[src/rtl/lirs_pkg.sv]
// Shared types and constants of the linear interpolation stereo resampler.
package lirs_pkg;

   localparam int RATE_W   = 18;
   localparam int SAMPLE_W = 16;
   localparam int NUM_W    = 36;
   localparam int STEP_W   = 6;
   localparam int COUNT_W  = 6;
   localparam int CSR_INDEX_W = 2;
   localparam int QUEUE_DEPTH = 2;

   localparam logic [RATE_W-1:0]  DEFAULT_RATE = 18'd48000;
   localparam logic [RATE_W-1:0]  MIN_RATE     = 18'd8000;
   localparam logic [RATE_W-1:0]  MAX_RATE     = 18'd192000;
   localparam logic [RATE_W-1:0]  MAX_UP_RATIO = 18'd24;
   localparam logic [COUNT_W-1:0] MAX_RESULTS  = 6'd50;

   // The ratio of 24 splits into a shift by 3 and a division by 3, which is done by a
   // reciprocal multiplication that is exact for the rates in range.
   localparam int          UP_RATIO_SHIFT = 3;
   localparam logic [15:0] THIRD_RECIP    = 16'd43691;
   localparam int          THIRD_SHIFT    = 17;

   localparam logic [CSR_INDEX_W-1:0] CSR_SOURCE_RATE = 2'd0;
   localparam logic [CSR_INDEX_W-1:0] CSR_OUTPUT_RATE = 2'd1;
   localparam logic [CSR_INDEX_W-1:0] CSR_FRAME_COUNT = 2'd2;
   localparam logic [CSR_INDEX_W-1:0] CSR_MONO_SOURCE = 2'd3;

   typedef struct packed {
      logic                       first;
      logic signed [SAMPLE_W-1:0] left;
      logic signed [SAMPLE_W-1:0] right;
   } req_entry_type;

   typedef struct packed {
      logic          valid;
      req_entry_type entry;
   } queue_head_type;

endpackage

[src/rtl/lirs_queue.sv]
// Short word queue between the front and back parts of the resampler.
module lirs_queue (
   input  logic                     clock,
   input  logic                     reset,
   input  logic                     push,
   input  lirs_pkg::req_entry_type  push_entry,
   output logic                     full,
   output lirs_pkg::queue_head_type head,
   input  logic                     pop
);

   localparam int DEPTH = lirs_pkg::QUEUE_DEPTH;
   localparam int PTR_W = $clog2(DEPTH);

   lirs_pkg::req_entry_type entries_ff [DEPTH];
   logic [PTR_W-1:0] wr_ptr_ff, wr_ptr_in;
   logic [PTR_W-1:0] rd_ptr_ff, rd_ptr_in;
   logic [PTR_W:0]   count_ff, count_in;

   always_comb begin
      wr_ptr_in = push ? PTR_W'(wr_ptr_ff + 1'b1) : wr_ptr_ff;
      rd_ptr_in = pop ? PTR_W'(rd_ptr_ff + 1'b1) : rd_ptr_ff;
      count_in  = count_ff;
      if (push && !pop) begin
         count_in = count_ff + 1'b1;
      end else if (pop && !push) begin
         count_in = count_ff - 1'b1;
      end
   end

   always_ff @(posedge clock) begin
      if (reset) begin
         wr_ptr_ff <= '0;
         rd_ptr_ff <= '0;
         count_ff  <= '0;
      end else begin
         wr_ptr_ff <= wr_ptr_in;
         rd_ptr_ff <= rd_ptr_in;
         count_ff  <= count_in;
      end
      if (push) begin
         entries_ff[wr_ptr_ff] <= push_entry;
      end
   end

   assign full       = count_ff == (PTR_W + 1)'(DEPTH);
   assign head.valid = count_ff != '0;
   assign head.entry = entries_ff[rd_ptr_ff];

endmodule

[config.mk]
export PLATFORM = sky130hd
export DESIGN_NAME = lirs_queue
export DESIGN_NICKNAME = d
export VERILOG_FILES = /design/src/rtl/lirs_pkg.sv /design/src/rtl/lirs_queue.sv
export SDC_FILE = /design/constraint.sdc
export NUM_CORES = 1
export LEC_CHECK = 0
export BUFFER_PORTS_ARGS = -buffer_cell sky130_fd_sc_hd__buf_2
export CAP_MARGIN = 20
export CORE_MARGIN = 2
export CORE_UTILIZATION = 40
export CTS_CLUSTER_SIZE = 10
export DETAILED_ROUTE_END_ITERATION = 10
export HOLD_SLACK_MARGIN = 0.08
export PLACE_DENSITY = 0.66
export SYNTH_ARGS = -nofsm -noshare
export SYNTH_HDL_FRONTEND = slang
export SYNTH_SLANG_ARGS = --single-unit
[constraint.sdc]
create_clock -name clock -period 2.27 [get_ports clock]
set_clock_uncertainty 0.1 [all_clocks]
set_input_delay 0 -clock clock [delete_from_list [all_inputs] [get_ports clock]]
set_output_delay 0 -clock clock [all_outputs]
set_load 0.005 [all_outputs]
After elaboration in Yosys (flattened, before gate mapping)
Memory sizes are Yosys's and may differ from the RTL's. A register that Yosys moved wholly into a read port is not among the register bits.
Cells that the tools add are included.
{"block": "op_classes", "addsub": 4, "mul": 0, "n_div": 0, "n_lt_le_gt_ge": 0, "eq_ne": 1, "shift": 0, "mux": 6, "bitwise": 0, "n_reduce_logical": 6}
{"cell": "1-bit two-way mux", "n": 4}
{"cell": "2-bit two-way mux", "n": 2}
{"cell": "2-bit nonzero test", "n": 2}
{"cell": "1-bit adder, second input constant", "n": 2}
{"cell": "2-bit by 1-bit adder with 2-bit output, second input constant", "n": 1}
{"cell": "2-bit equality test, second input constant", "n": 1}
{"cell": "1-bit logical AND", "n": 2}
{"cell": "1-bit logical NOT", "n": 2}
{"cell": "2-bit by 1-bit subtractor with 2-bit output, second input constant", "n": 1}
{"block": "word_totals", "register_bits": 4, "latch_bits": 0, "ram_bits": 66, "romBits": 0, "inputBits": 37, "output_inout_bits": 35, "elab_cells": 21, "mem_count": 1}
{"name": "entries_ff", "depth": 2, "width": 33, "read_ports": 1, "rd_clocked_by_memory_dff": 1, "wr": 1, "line_no": "lirs_queue.sv:15", "rtl": "lirs_pkg::req_entry_type entries_ff [DEPTH];"}

Longest topological paths before layout
{"block": "depth", "ltp_word": 4, "mapped_depth": 5, "mapped_depth_nobuf": 5}

Worst setup path before layout
OpenSTA, ideal clock, no wires.
{"block": "synth_path", "path_kind": "register to register", "from": "register wr_ptr_ff", "to": "memory entries_ff[0][0] in the netlist's numbering (enable)", "setup_ns": 0.427, "arrival_ns": 1.812, "required_time_ns": 1.743, "slack_ns": -0.069, "stages_incl_launch_ff": 2, "n_path_buf": 0, "synth_period_minus_slack_ns": 2.339, "cell_sequence": "dfxtp_1 > nor2b_1"}
{"item": "start: declaration", "line_no": "lirs_queue.sv:16", "rtl": "logic [PTR_W-1:0] wr_ptr_ff, wr_ptr_in;"}
{"item": "start signal: assignment", "line_no": "lirs_queue.sv:37", "rtl": "wr_ptr_ff <= wr_ptr_in;"}
{"item": "end: declaration", "line_no": "lirs_queue.sv:15"}
Straight into the memory's write port.

Worst setup path after layout
{"block": "layout_path", "from": "input push", "to": "register count_ff[1]"}
{"block": "layout_between", "elab_chain_cells": 3, "word_cells_on_any_way": 5, "cone_classes": "mux (1); reduce/logical (4)"}
{"item": "start: declaration", "line_no": "lirs_queue.sv:5", "rtl": "input logic push,"}
{"item": "1-bit logical NOT", "line_no": "lirs_queue.sv:26", "rtl": "end else if (pop && !push) begin"}
{"item": "1-bit logical AND", "line_no": "lirs_queue.sv:26"}
{"item": "2-bit nonzero test (no line)"}
{"item": "end signal: assignment", "line_no": "lirs_queue.sv:39", "rtl": "count_ff <= count_in;"}
{"item": "end: declaration", "line_no": "lirs_queue.sv:18", "rtl": "logic [PTR_W:0] count_ff, count_in;"}
Parallel ways exist; a longest one is shown, timed or not.
A chain may end at the register's enable or synchronous reset.

==> results.md <==
* Area after DPL at 3070 µm²
* Post-synth top area cell: edfxtp_1
* Total number of vias at roughly 1,500
* H-tree depth at 3
* Pre-Repair DR Iteration Count at 4
* Port Buf Inserts at 71
* Nets at 283
* Non-filler cells, final at 326
* R2r setup slk at slightly below 0.6 ns
* Worst path slowest cell: dlygate4sd3_1
* Residual DRC count at 0
* Antenna violations before repair at 0
* Post-synth top area share at 0.765
* Routed wire length at 4.65 mm
* Pre-CTS setup slack at 0.802 ns
* Run status: complete, no violations
* Synth Area in Simple Gates at 0.0188
* Maximum vdd drop at 415 µV
* Final Setup Violations at 0
* Final Cycle Share at 0.831
* Synth area leaders: edfxtp_1 76%, mux2_2 14%, dfxtp_1 3.9%
* Setup TNS at 0 ns
* Syn Inst Count at 125
* Pwr Density at 806 nW/µm²
* Max_slew headroom at 0.738
* Syn nets at 163
* Distinct cells, synth at 17
* GR Util All Layers at 0.139
* Critical Path Max Stage Delay at around 0.56 ns
* Via count of the first global-routing pass at 1,579
* Post-Synth Adder-Cell Area at 0.00483
* Crit. End Element: flop
* Rows at 29
* Combinational family with the most area after synthesis: multiplexers
* Die height at ~84 µm
* Pin count of the biggest net entering global routing at 26
* Critical path's most frequent cell: dlygate4sd3_1
* Pin slew with the least headroom to its limit at 0.393 ns
* Die area at 7140 µm²
* Number of synthesized register bits at 71
* Max_cap viols at 0
* Die width at ~84 µm
* Fin area at 3670 µm²
* Starting density of the core at 0.410
* Avg Synthesized Cell Area at 20.7 µm²
* Dpl hpwl at 2.83 mm
* Xor/xnor share of the synthesized area at 0.0135
* Vias/cell at 4.50
* Post-synthesis cell area at 2590 µm²
* Achievable clock frequency at 530 MHz
* # resized after CTS at 0
* First-pass GRT wire length at 7.36 mm
* CP arrival at 2.05 ns
* IO Pins at 72
* Worst-case clock buffer depth at 2
* Synth warn at 0
* Hold Vio Cnt, Final at 0
* Core Area at 6310 µm²
* Drt wl/cell at 14.3 µm
* Post-route ant nets at 0
* Min-Delay Endpoint: entries_ff[1][17]
* Antenna cells at 0
* CTS Hold Buffers Added at 39
* CP Class: input pin to flop
* Crit start category: input pin
* Hold Path Origin: push_entry[17]
* Area Growth Syn to Fin at 41.8%
* Compound-Gate Fraction of Synth Area at 0.00386
* Total grt overflow at 0
* Drt first-iter violations at between 40 and 50
* Gpl congestion at 0.673
* Hold Slack at 0.284 ns
* CTS tree: built
* Worst Path Required at 2.43 ns
* Total CTS buffers at 9
* Layout cells sized above 1 at 0.506
* Unrepaired setup endpoints after global routing: no
* CP cell instances: dlygate4sd3_1 > buf_2 > ha_1 > or3_1 > dlygate4sd3_1 > a21oi_1
* Most frequent cells in the layout: 71 x buf_2, 66 x edfxtp_1, 39 x dlygate4sd3_1, 33 x mux2_2, 9 x clkbuf_8
* Worst r2r src: count_ff[0]
* Leak Pwr at 1.41 nW
* CTS Root Cell: clkbuf_8
* Number of setup buffers added after CTS at 0
* Mux cell area share after synthesis at 0.143
* Placed Cells at 272
* Hold path depth at 2
* Cell count of the worst reg-to-reg path at 4
* Final min period at around 1.9 ns
* Sink Count at ~70
* Max Slew Vio Count at 0
* Max Fanout on Critical Path at 4
* Final worst slack at 0.383 ns
* Min-delay worst type: input pin to flop
* Commonest non-fill, non-tap cell in the layout: buf_2
* Clock-pin slew on the worst setup and hold paths at 0.07 ns
* R2R Path End: count_ff[1]
* Worst skew pair latency at about 0.33 ns
* Register area share after synthesis at 0.803
* Fillers at 512
[routing by layer]
metal,vias to the layer above,GRT usage,part of all wire
met1,702,0.150,0.40
met4,0,0.0606,0.015
met2,39,0.246,0.54
li1,716,-,-
met5,-,0,0
met3,10,0.0472,0.047
[where the power goes]
group | total (W) | switching, W | internal [W]
combinational | 0.000350 | 0.000140 | 0.000211
sequential | 0.00156 | 0.0000340 | 0.00152
clock | 0.00106 | 0.000447 | 0.000608
total | 0.00296 | 0.000621 | 0.00234
[Yosys cell counts (all sizes together)]
master and instances:
a21oi 1, and2 1, and2b 1, buf 4
dfxtp 5, edfxtp 66, ha 1, inv 1
mux2 33, nor2 4, nor2b 1, o21ai 1
or2 1, or3 1, xnor2 2, xor2 2
[sequential cells by signal (all words and copies together), names as in the netlist, named ones only]
register,count
rd_ptr_ff,1
count_ff,2
wr_ptr_ff,1
entries_ff,66
[area by class of cell]
class / count / area, µm² / share of cell area
Sequential cell: 71 / 2080 / 0.567
Timing Repair Buffer: 113 / 793 / 0.216
Multi-Input combinational cell: 49 / 487 / 0.132
Clock buffer: 9 / 124 / 0.0337
Tap cell: 77 / 96.3 / 0.0262
Clock inverter: 6 / 86.3 / 0.0235
Inverter: 1 / 3.75 / 0.00102
[worst max-delay path, delay by kind of cell]
kind	cells	cell delay, ns
compound gates	1	0.14
fa+ha+maj	1	0.32
buf+inv	3	1.24
simple gates	1	0.35
[how the worst max path moves through the flow]
stage	slack (ns)	start	to
3_5_place_dp	0.80	wr_ptr_ff	entries_ff[0][24]
6_report	0.38	push	count_ff[1]
4_1_cts	0.44	push	count_ff[1]
3_3_place_gp	0.82	wr_ptr_ff	entries_ff[1][0]
5_1_grt	0.34	push	count_ff[1]
2_1_floorplan	0.56	wr_ptr_ff	entries_ff[0][0]
[cell families after synthesis]
group | after synthesis
DFF | 71
muxes | 33
and+or+nand+nor | 9
buffers and inverters | 5
xor gates and xnor gates | 4
AOI/OAI and AO/OA | 2
adders and majority gates | 1
[through the flow]
stage,power [W],utilization
final,0.00296,0.582
after floorplan,0.00173,-
after global routing,0.00308,0.582
after global placement,0.00188,0.487
after CTS,0.00299,0.582
after detailed placement,0.00188,0.487
(Power assumes the default switching activity.)
