### src/rtl/lirs_pkg.sv
// Shared types and constants of the linear interpolation stereo resampler.
package lirs_pkg;

   localparam int RATE_W   = 18;
   localparam int SAMPLE_W = 16;
   localparam int NUM_W    = 36;
   localparam int STEP_W   = 6;
   localparam int COUNT_W  = 6;
   localparam int CSR_INDEX_W = 2;
   localparam int QUEUE_DEPTH = 2;

   localparam logic [RATE_W-1:0]  DEFAULT_RATE = 18'd48000;
   localparam logic [RATE_W-1:0]  MIN_RATE     = 18'd8000;
   localparam logic [RATE_W-1:0]  MAX_RATE     = 18'd192000;
   localparam logic [RATE_W-1:0]  MAX_UP_RATIO = 18'd24;
   localparam logic [COUNT_W-1:0] MAX_RESULTS  = 6'd50;

   // The ratio of 24 splits into a shift by 3 and a division by 3, which is done by a
   // reciprocal multiplication that is exact for the rates in range.
   localparam int          UP_RATIO_SHIFT = 3;
   localparam logic [15:0] THIRD_RECIP    = 16'd43691;
   localparam int          THIRD_SHIFT    = 17;

   localparam logic [CSR_INDEX_W-1:0] CSR_SOURCE_RATE = 2'd0;
   localparam logic [CSR_INDEX_W-1:0] CSR_OUTPUT_RATE = 2'd1;
   localparam logic [CSR_INDEX_W-1:0] CSR_FRAME_COUNT = 2'd2;
   localparam logic [CSR_INDEX_W-1:0] CSR_MONO_SOURCE = 2'd3;

   typedef struct packed {
      logic                       first;
      logic signed [SAMPLE_W-1:0] left;
      logic signed [SAMPLE_W-1:0] right;
   } req_entry_type;

   typedef struct packed {
      logic          valid;
      req_entry_type entry;
   } queue_head_type;

endpackage

### src/rtl/lirs_front.sv
// Front part: configuration registers, input acceptance and frame classification.
module lirs_front #(
   parameter int FRAME_COUNT_BITS = 24,
   parameter int CSR_DATA_W       = 24
) (
   input  logic                             clock,
   input  logic                             reset,
   input  logic                             csr_valid,
   output logic                             csr_ready,
   input  logic [lirs_pkg::CSR_INDEX_W-1:0] csr_index,
   input  logic [CSR_DATA_W-1:0]            csr_data,
   input  logic                             req_tvalid,
   output logic                             req_tready,
   input  logic [31:0]                      req_tdata,
   output logic                             push,
   output lirs_pkg::req_entry_type          push_entry,
   input  logic                             queue_full,
   output logic [lirs_pkg::RATE_W-1:0]      eff_out,
   output logic [lirs_pkg::RATE_W-1:0]      src_raw,
   output logic [FRAME_COUNT_BITS-1:0]      frame_total
);

   localparam int RW  = lirs_pkg::RATE_W;
   localparam int FCB = FRAME_COUNT_BITS;

   logic [RW-1:0]  src_ff, src_in;
   logic [RW-1:0]  out_ff, out_in;
   logic [FCB-1:0] frames_ff, frames_in;
   logic           mono_ff, mono_in;
   logic [FCB-1:0] frame_idx_ff, frame_idx_in;
   logic [FCB:0]   frame_next;
   logic           csr_write;

   assign csr_ready  = 1'b1;
   assign csr_write  = csr_valid && csr_ready;
   assign req_tready = !queue_full;
   assign push       = req_tvalid && req_tready;

   assign eff_out = (out_ff < lirs_pkg::MIN_RATE || out_ff > lirs_pkg::MAX_RATE)
                    ? lirs_pkg::DEFAULT_RATE : out_ff;
   assign src_raw     = (src_ff == '0) ? eff_out : src_ff;
   assign frame_total = (frames_ff == '0) ? FCB'(1) : frames_ff;

   assign push_entry.first = frame_idx_ff == '0;
   assign push_entry.left  = req_tdata[15:0];
   assign push_entry.right = mono_ff ? req_tdata[15:0] : req_tdata[31:16];

   always_comb begin
      src_in       = src_ff;
      out_in       = out_ff;
      frames_in    = frames_ff;
      mono_in      = mono_ff;
      frame_idx_in = frame_idx_ff;
      frame_next   = {1'b0, frame_idx_ff} + 1'b1;
      if (push) begin
         frame_idx_in = (frame_next >= {1'b0, frame_total}) ? '0 : frame_next[FCB-1:0];
      end
      if (csr_write) begin
         frame_idx_in = '0;
         case (csr_index)
            lirs_pkg::CSR_SOURCE_RATE: src_in    = csr_data[RW-1:0];
            lirs_pkg::CSR_OUTPUT_RATE: out_in    = csr_data[RW-1:0];
            lirs_pkg::CSR_FRAME_COUNT: frames_in = csr_data[FCB-1:0];
            lirs_pkg::CSR_MONO_SOURCE: mono_in   = csr_data[0];
            default: mono_in = mono_ff;
         endcase
      end
   end

   always_ff @(posedge clock) begin
      if (reset) begin
         src_ff       <= '0;
         out_ff       <= lirs_pkg::DEFAULT_RATE;
         frames_ff    <= FCB'(1);
         mono_ff      <= 1'b0;
         frame_idx_ff <= '0;
      end else begin
         src_ff       <= src_in;
         out_ff       <= out_in;
         frames_ff    <= frames_in;
         mono_ff      <= mono_in;
         frame_idx_ff <= frame_idx_in;
      end
   end

endmodule

### config.mk
export PLATFORM = sky130hd
export DESIGN_NAME = lirs_front
export DESIGN_NICKNAME = d
export VERILOG_FILES = /design/src/rtl/lirs_pkg.sv /design/src/rtl/lirs_front.sv
export SDC_FILE = /design/constraint.sdc
export NUM_CORES = 1
export LEC_CHECK = 0
export BUFFER_PORTS_ARGS = -buffer_cell sky130_fd_sc_hd__buf_2
export CORE_UTILIZATION = 50
export CTS_BUF_LIST = sky130_fd_sc_hd__clkbuf_2
export CTS_CLUSTER_DIAMETER = 120
export DETAILED_ROUTE_END_ITERATION = 6
export PLACE_DENSITY = 0.79
export RECOVER_POWER = 25
export SYNTH_ARGS = -nofsm -noshare
export SYNTH_HDL_FRONTEND = slang
export SYNTH_SLANG_ARGS = --single-unit
### constraint.sdc
create_clock -name clock -period 4.5 [get_ports clock]
set_clock_uncertainty 0.15 [all_clocks]
set_input_delay 0.9 -clock clock [delete_from_list [all_inputs] [get_ports clock]]
set_output_delay 0.9 -clock clock [all_outputs]
set_load 0.05 [all_outputs]
# Word-level counts from Yosys, hierarchy flattened

Cells that the tools add are included.

Register bits: 85
Bits of input ports: 63

$add $sub $neg: 1
Eq/ne operators: 3
Reductions and logical operators: 12
$lt $le $gt $ge: 3
Muxes and demuxes: 5

Operator list:

| kind                                                                   | count |
|---|---|
| 24-bit zero test                                                       | 2 |
| 24-bit two-way mux                                                     | 2 |
| 18-bit two-way mux                                                     | 2 |
| 24-bit by 1-bit adder with 25-bit output, second input constant        | 1 |
| 25-bit by 24-bit greater-or-equal comparator with 1-bit output         | 1 |
| 18-bit > comparator, second input constant                             | 1 |
| 18-bit zero test                                                       | 1 |
| 18-bit by 13-bit < comparator with 1-bit output, second input constant | 1 |
| 16-bit two-way mux                                                     | 1 |
| 2-bit AND reduction                                                    | 4 |
| 2-bit equality test, second input constant                             | 2 |
| 2-bit by 1-bit equality test with 1-bit output, second input constant  | 1 |
| 2-bit zero test                                                        | 1 |
| 2-bit OR reduction                                                     | 1 |
| 1-bit logical AND                                                      | 1 |
| 1-bit zero test                                                        | 1 |
| 1-bit logical OR                                                       | 1 |

# Depth between registers and ports, before layout

Gate-level depths: netlist (run 1).

Depth in word-level cells: 4
Depth in mapped cells: 18
Gate-level depth less buffers: 13

# Worst setup path after synthesis (run 1)

OpenSTA, ideal clock, no wires.

Kind: reg2out
Start point: reg out_ff[8]
End point: out src_raw[11] (netlist name)
Setup slack: 802 ps
Stages on the path, launching flop included: 8
Data required time: 3450 ps
Arrival: 2648 ps
Cells stage by stage: dfxtp_1 -> nor4_1 -> a31oi_1 -> o2111ai_1 -> a21oi_1 -> nor2_1 -> clkbuf_1 -> o21ai_0

Cells in the longest elaborated chain, start to end: 4

RTL lines:

| what                                                                                          | RTL line         | text |
|---|---|---|
| start: declaration                                                                            | lirs_front.sv:27 | `logic [RW-1:0] out_ff, out_in;` |
| start signal: assignment                                                                      | lirs_front.sv:73 | `out_ff <= lirs_pkg::DEFAULT_RATE;` |
| start signal: assignment                                                                      | lirs_front.sv:79 | `out_ff <= out_in;` |
| 18-bit by 13-bit < comparator with 1-bit output / 18-bit > comparator (equally long branches) | lirs_front.sv:39 | `assign eff_out = (out_ff < lirs_pkg::MIN_RATE \|\| out_ff > lirs_pkg::MAX_RATE)` |
| 1-bit logical OR (*)                                                                          | lirs_front.sv:39 |  |
| 18-bit two-way mux (*)                                                                        | lirs_front.sv:40 | `? lirs_pkg::DEFAULT_RATE : out_ff;` |
| 18-bit two-way mux (*)                                                                        | lirs_front.sv:41 | `assign src_raw = (src_ff == '0) ? eff_out : src_ff;` |
| end: declaration                                                                              | lirs_front.sv:19 | `output logic [lirs_pkg::RATE_W-1:0] src_raw,` |

Every way passes the cells marked *; elsewhere a longest branch is shown, timed or not.

# Final worst setup path (run 1)

Start point: reg out_ff[8]
End point: out src_raw[15] (netlist name)

Same word-level chain as after synthesis.

==> flow_summary.ini, run 1 <==
[outcome]
status = finished with violations
violations = max-capacitance violations, max-slew violations

[power_and_ir_drop]
p_per_area_nw_per_um2 = 293.7
seq_power_share_pct = 47.5
p_int_w = 0.001034
p_sw_w = 0.0006513
total_leakage_power_nw = 2.537
switching_share_pct = 38.64
peakVddDrop_v = 0.0001530
p_comb_share_pct = 27.3
clockPowerShare_pct = 25.2

[critical_path]
critPathCapture = src_raw[15]
crit_required_ns = 3.45
cp.arrival_ns = 3.07
r2r-end = frame_idx_ff[13]
worstSetupPathType = reg2out
path_max_fanout = 15
reg2reg_from = frame_idx_ff[0]
cp-start-kind = register
r2r_slack_ns = 0.40
startpoint = out_ff[8]
rr_worst_depth = 13
worstSetupEndpointType = primary output

[synthesis]
synth_top_area_cell = dfxtp_1
yosys_warnings = 0
ys_types = 52
synth_cells = 648
yosysTopAreaCellShare_pct = 33.97
synth-seq-cells = 85
ys.flop_type = dfxtp_1
synth_top_family_by_area = simple AND/OR/NAND/NOR gates
synth-simple-area-share_pct = 24.71
synth_fa_ha_area_share_pct = 6.495
synth.area.mux_share_pct = 3.797
syn_area_um2 = 5009
ys_top_cells_by_count = nand2_1 (139), dfxtp_1 (85), a21oi_1 (66), clkbuf_1 (51), inv_1 (35)
async_flop_share_pct = 0
synth.most_common_cell = nand2_1
synth-xor-area-share_pct = 3.672
synth_area_leaders = dfxtp_1 (34%), nand2_1 (10%), a21oi_1 (6.6%)
syn_area_per_cell_um2 = 7.729
syn_nets = 737
synth_compound_area_share_pct = 16.99
seq_area_frac_synth_pct = 33.97
synth-edff-count = 0

[cts]
clockBufferDepth = 2
cts_resized = 0
post-cts-setup-buffers = 0
htreeDepth = 3
clockRootBuffer = clkbuf_2
numCtsBuffers = 9
clock-sinks = 85
holdBufCountCts = 0
clkLatencyLatePin_ns = 0.58
cts_tree = yes
clk_pin_slew_ns = 0.27

[layout]
final_cell_area_um2 = 5739
stdcell_count = 885
antennaDiodeCount = 0
syn_to_final_growth_pct = 14.59
drive_gt1_share_pct = 26.46
fin_nets = 836

[timing]
finalCritPeriodShare_pct = 91.56
finalSetupViolations = 0
fin_setup_tns_ns = 0
period_needed_ns = 4.120
final_max_slew_viol_count = 48
slew-limit-headroom_pct = -28.64
hold_violations = 0
rsz0062_at_grt = false
worst_slew_pin_slew_ns = 1.930
hold_ws_ns = 0.3438
fmax_mhz = 242.7

[drt]
drt-total-wl_um = 14650
ant_nets = 0
drc = 0
wl_per_cell_um = 16.55
via_per_inst = 5.702
vias = 5046
first_pass_iters = 5
drtIter0Drc = 325

[die]
start_util_pct = 51.48
die_w_um = 102.1
core_area_um2 = 9729
num_io_pins = 159
rows = 36
dieHeight_um = 102.1
dieArea_um2 = 10420

[placement]
hpwl_um = 11270
postPlaceCellArea_um2 = 5625
port_buffers = 157
finalWeightedCongestion = 0.9292
place_inst = 869

[global_route]
antenna_found_initial = 0
grt_overflow = 0
grt_usage_pct = 28.96
grt_start_max_net_pins = 48
grt_pass1_wl_um = 23350
grt_pass1_vias = 4756

[flow_run]
max_cap_viol_count = 1

[worst_hold_path]
min_path_type = reg2reg
whs_path_depth = 2
worst min-delay path by stage:
| stage | startpoint | end |
|---|---|---|
| detailed placement | src_ff[1] | src_ff[1] |
| global route | src_ff[1] | src_ff[1] |
| CTS | src_ff[1] | src_ff[1] |
| global placement | src_ff[1] | src_ff[1] |
| finish | src_ff[1] | src_ff[1] |
| floorplan | src_ff[7] | src_ff[7] |
cell type report:
class	count	area [µm²]
Timing Repair Buffer	163	824.5
Sequential cell	85	1702
Fill cell	916	3990
Clock inverter	6	70.07
Clock buffer	10	50.05
Inverter	36	135.1
Multi-Input combinational cell	452	2791
Tap cell	133	166.4
sequential cells by signal, summed over array words and instances (netlist names):
| signal | flops |
|---|---|
| frame_idx_ff | 24 |
| frames_ff | 24 |
| mono_ff | 1 |
| out_ff | 18 |
| src_ff | 18 |
critical path, cell delays in order, from the launching register on:
cell	delay [ns]
dfxtp_1	0.43
nor4_1	0.30
a31oi_1	0.13
o2111ai_1	0.22
a21oi_1	0.26
nor2_1	0.65
o21ai_0	0.24
buf_2	0.26
through the flow:
step           setup WS (ns)  utilization, %  total power [W]
2_1_floorplan         0.8023               -         0.001159
3_3_place_gp          0.6991           57.82         0.001264
3_5_place_dp          0.5880           57.82         0.001272
4_1_cts               0.3984           59.05         0.001682
5_1_grt               0.1458           58.99         0.001749
6_report              0.3798           58.99         0.001685
logic make-up after synthesis:
logic type	after synthesis
AND/OR/NAND/NOR	254
AO/OA/AOI/OAI	133
buffers and inverters	111
flip-flops	85
adder cells (fa/ha/maj)	26
XOR/XNOR	21
multiplexers	17
other	1
cell usage in the layout, fill, tap and decap left out, drive strengths merged, types with 8 or more instances in the layout:
| master | count |
|---|---|
| nor4 | 17 |
| nand2 | 139 |
| nand3b | 9 |
| and2 | 8 |
| a32o | 18 |
| nand4 | 18 |
| clkbuf | 13 |
| mux2 | 16 |
| a21oi | 66 |
| nand3 | 15 |
| nor2 | 15 |
| o21ai | 14 |
| a21o | 12 |
| dfxtp | 85 |
| inv | 38 |
| buf | 160 |
| nor3 | 8 |
| xnor2 | 17 |
| ha | 26 |
per-layer routing:
metal / vias up / track usage, % / part of all wire (%)
li1: 2420 / - / -
met1: 2374 / 35.50 / 42
met2: 219 / 50.80 / 49
met3: 33 / 4.925 / 6.9
met4: 0 / 10.77 / 2.3
met5: - / 0 / 0
power groups by stage:
stage | Combinational (W) | Sequential, W | Clock (W)
floorplan | 0.000356 | 0.000803 | 0
global placement | 0.000452 | 0.000812 | 0
detailed placement | 0.000458 | 0.000814 | 0
CTS | 0.000460 | 0.000799 | 0.000423
global route | 0.000490 | 0.000803 | 0.000456
finish | 0.000460 | 0.000800 | 0.000425
Note: power is estimated with default switching activity, not from simulation.
==> run 2: changes to the inputs <==
--- a/config.mk
+++ b/config.mk
@@ -5,12 +5,13 @@
 export SDC_FILE = /design/constraint.sdc
 export NUM_CORES = 1
 export LEC_CHECK = 0
+export ABC_AREA = 1
 export BUFFER_PORTS_ARGS = -buffer_cell sky130_fd_sc_hd__buf_2
 export CORE_UTILIZATION = 50
 export CTS_BUF_LIST = sky130_fd_sc_hd__clkbuf_2
 export CTS_CLUSTER_DIAMETER = 120
 export DETAILED_ROUTE_END_ITERATION = 6
-export PLACE_DENSITY = 0.79
+export PLACE_DENSITY = 0.77
 export RECOVER_POWER = 25
 export SYNTH_ARGS = -nofsm -noshare
 export SYNTH_HDL_FRONTEND = slang
==> flow_summary.ini, run 2 <==
[outcome]
status = finished clean

[synthesis]
ys_types = 37
ys.flop_type = dfxtp_1
synth-edff-count = 0
yosysTopAreaCellShare_pct = 30.64
synth.most_common_cell = nand2_1
synth-seq-cells = 85
synth_cells = 864
yosys_warnings = 0
async_flop_share_pct = 0
ys_top_cells_by_count = nand2_1 (219), inv_1 (116), dfxtp_1 (85), nor2_1 (82), a21oi_1 (74)
syn_nets = 953
seq_area_frac_synth_pct = 30.64
synth_area_leaders = dfxtp_1 (31%), nand2_1 (15%), inv_1 (7.8%)
syn_area_per_cell_um2 = 6.428
synth_top_area_cell = dfxtp_1
syn_area_um2 = 5554

[cts]
clockRootBuffer = clkbuf_2
post-cts-setup-buffers = 0
holdBufCountCts = 0
clockBufferDepth = 2
cts_resized = 0
numCtsBuffers = 9
cts_tree = yes
clk_pin_slew_ns = 0.25
clkLatencyLatePin_ns = 0.58
htreeDepth = 3
clock-sinks = 85

[drt]
wl_per_cell_um = 13.49
drt-total-wl_um = 15000
drtIter0Drc = 326
drc = 0
first_pass_iters = 5
via_per_inst = 5.112
vias = 5684
ant_nets = 0

[die]
core_area_um2 = 10840
start_util_pct = 51.23
die_w_um = 107.4
dieArea_um2 = 11530
rows = 38
num_io_pins = 159
dieHeight_um = 107.4

[timing]
hold_violations = 0
worst_slew_pin_slew_ns = 1.129
period_needed_ns = 3.545
fin_setup_tns_ns = 0
slew-limit-headroom_pct = 24.63
finalCritPeriodShare_pct = 78.79
fmax_mhz = 282.1
rsz0062_at_grt = false
final_max_slew_viol_count = 0
finalSetupViolations = 0

[critical_path]
worstPathCellList = nor4_1, nand4_1, nand2_2, nand2_2, nor2_1, nand2_1, nand2_1, buf_2
slowest_delay_ns = 0.41
critical_path.top_delay_family = simple AND/OR/NAND/NOR gates
worstSetupPathType = reg2out
slowest_stage = nor4_1
cp-start-kind = register
worstSetupEndpointType = primary output
critPathBufInv = 1
path_max_fanout = 10
cp.arrival_ns = 2.50
crit_required_ns = 3.45

[layout]
final_cell_mix = nand2_1 (219), buf_2 (155), inv_1 (116)
n_fill_cell = 1068
drive_gt1_share_pct = 21.65
fin_nets = 1054
reg_top3 = frame_idx_ff x24, frames_ff x24
final_cell_area_um2 = 6274
syn_to_final_growth_pct = 12.95
mostFrequentLayoutCell = nand2_1

[global_route]
grt_pass1_wl_um = 23980
grt_overflow = 0
grt_start_max_net_pins = 50
antenna_found_initial = 2
grt_pass1_vias = 5022
grt_usage_pct = 26.48

[placement]
finalWeightedCongestion = 0.9334
hpwl_um = 11600
postPlaceCellArea_um2 = 6182
port_buffers = 157

[power_and_ir_drop]
clockPowerShare_pct = 21.6
total_leakage_power_nw = 3.156
p_sw_w = 0.0007009
p_total_w = 0.001686
switching_share_pct = 41.57
peakVddDrop_v = 0.0002038
p_int_w = 0.0009853
p_per_area_nw_per_um2 = 268.8
seq_power_share_pct = 47.6
p_comb_share_pct = 30.8

[worst_hold_path]
min_path_type = reg2reg

[flow_run]
max_cap_viol_count = 0
## run 2: cell count changes in the layout (fill, tap and decap cells not counted), moves of 16 or more
cell / delta
a32o_1: -18
inv_1: +81
mux2_2: -16
nand2_1: +80
nand3_1: +25
nor2_1: +68
o21ai_0: +46
xnor2_1: -16
## run 2: area by class of cell
cell class | instances | area [µm²] | area share, %
timing repair buffer | 163 | 820.8 | 13.08
inverter | 118 | 442.9 | 7.060
sequential | 85 | 1702 | 27.12
clock buffer | 10 | 50.05 | 0.7978
clock inverter | 6 | 46.29 | 0.7379
multi-input combinational | 588 | 3032 | 48.32
tap | 140 | 175.2 | 2.792
antenna | 2 | 5.005 | 0.07978
## run 2: power by group through the flow
stage	clock network, W	registers, W	logic [W]
floorplan	0	0.000809	0.000409
global placement	0	0.000816	0.000515
detailed placement	0	0.000817	0.000518
CTS	0.000370	0.000803	0.000520
global route	0.000403	0.000807	0.000560
finish	0.000364	0.000803	0.000519
## run 2: path summary, 6_finish.rpt
kind,cells past startpoint,slack (ns),to,start
hold reg to reg,2,0.34,src_ff[0],src_ff[0]
hold / removal,2,0.34,src_ff[0],src_ff[0]
setup reg to reg,14,1.07,frame_idx_ff[20],frame_idx_ff[0]
setup / recovery,8,0.95,src_raw[10],out_ff[3]
## run 2: cell families (layout without fill, tap and decap cells)
| kind of cell | after synthesis | in the layout | synth area share (%) |
|---|---|---|---|
| and+or+nand+nor | 398 | 398 | 32.12 |
| DFF | 85 | 85 | 30.64 |
| adders and majority gates | 26 | 26 | 5.857 |
| other | 1 | 3 | 0.06752 |
| buffers and inverters | 191 | 297 | 14.78 |
| AOI/OAI and AO/OA | 153 | 153 | 14.96 |
| xor gates and xnor gates | 10 | 10 | 1.577 |
## run 2: worst reg2reg max path: cells and delay by family, from the launching register on
family / cells / cell delay [ns]
compound gates: 2 / 0.32
fa+ha+maj: 2 / 0.57
flops: 1 / 0.53
simple gates: 10 / 1.76
## run 2: per-stage QoR
stage | instances | util (%) | setup slack [ns] | hold slack (ns)
after detailed placement | 1094 | 57.03 | 1.183 | 0.3136
after floorplan | 864 | - | 1.260 | 0.2808
final | 1112 | 57.87 | 0.9545 | 0.3433
after CTS | 1110 | 57.92 | 0.9544 | 0.3409
after global routing | 1112 | 57.87 | 0.7491 | 0.3585
after global placement | 1094 | 57.03 | 1.293 | 0.3099
## run 2: layer usage
metal | wire length [µm] | GRT usage, %
met5 | 0 | 0
met1 | 6858 | 33.87
met2 | 6868 | 43.92
met3 | 975 | 4.600
met4 | 294 | 10.96
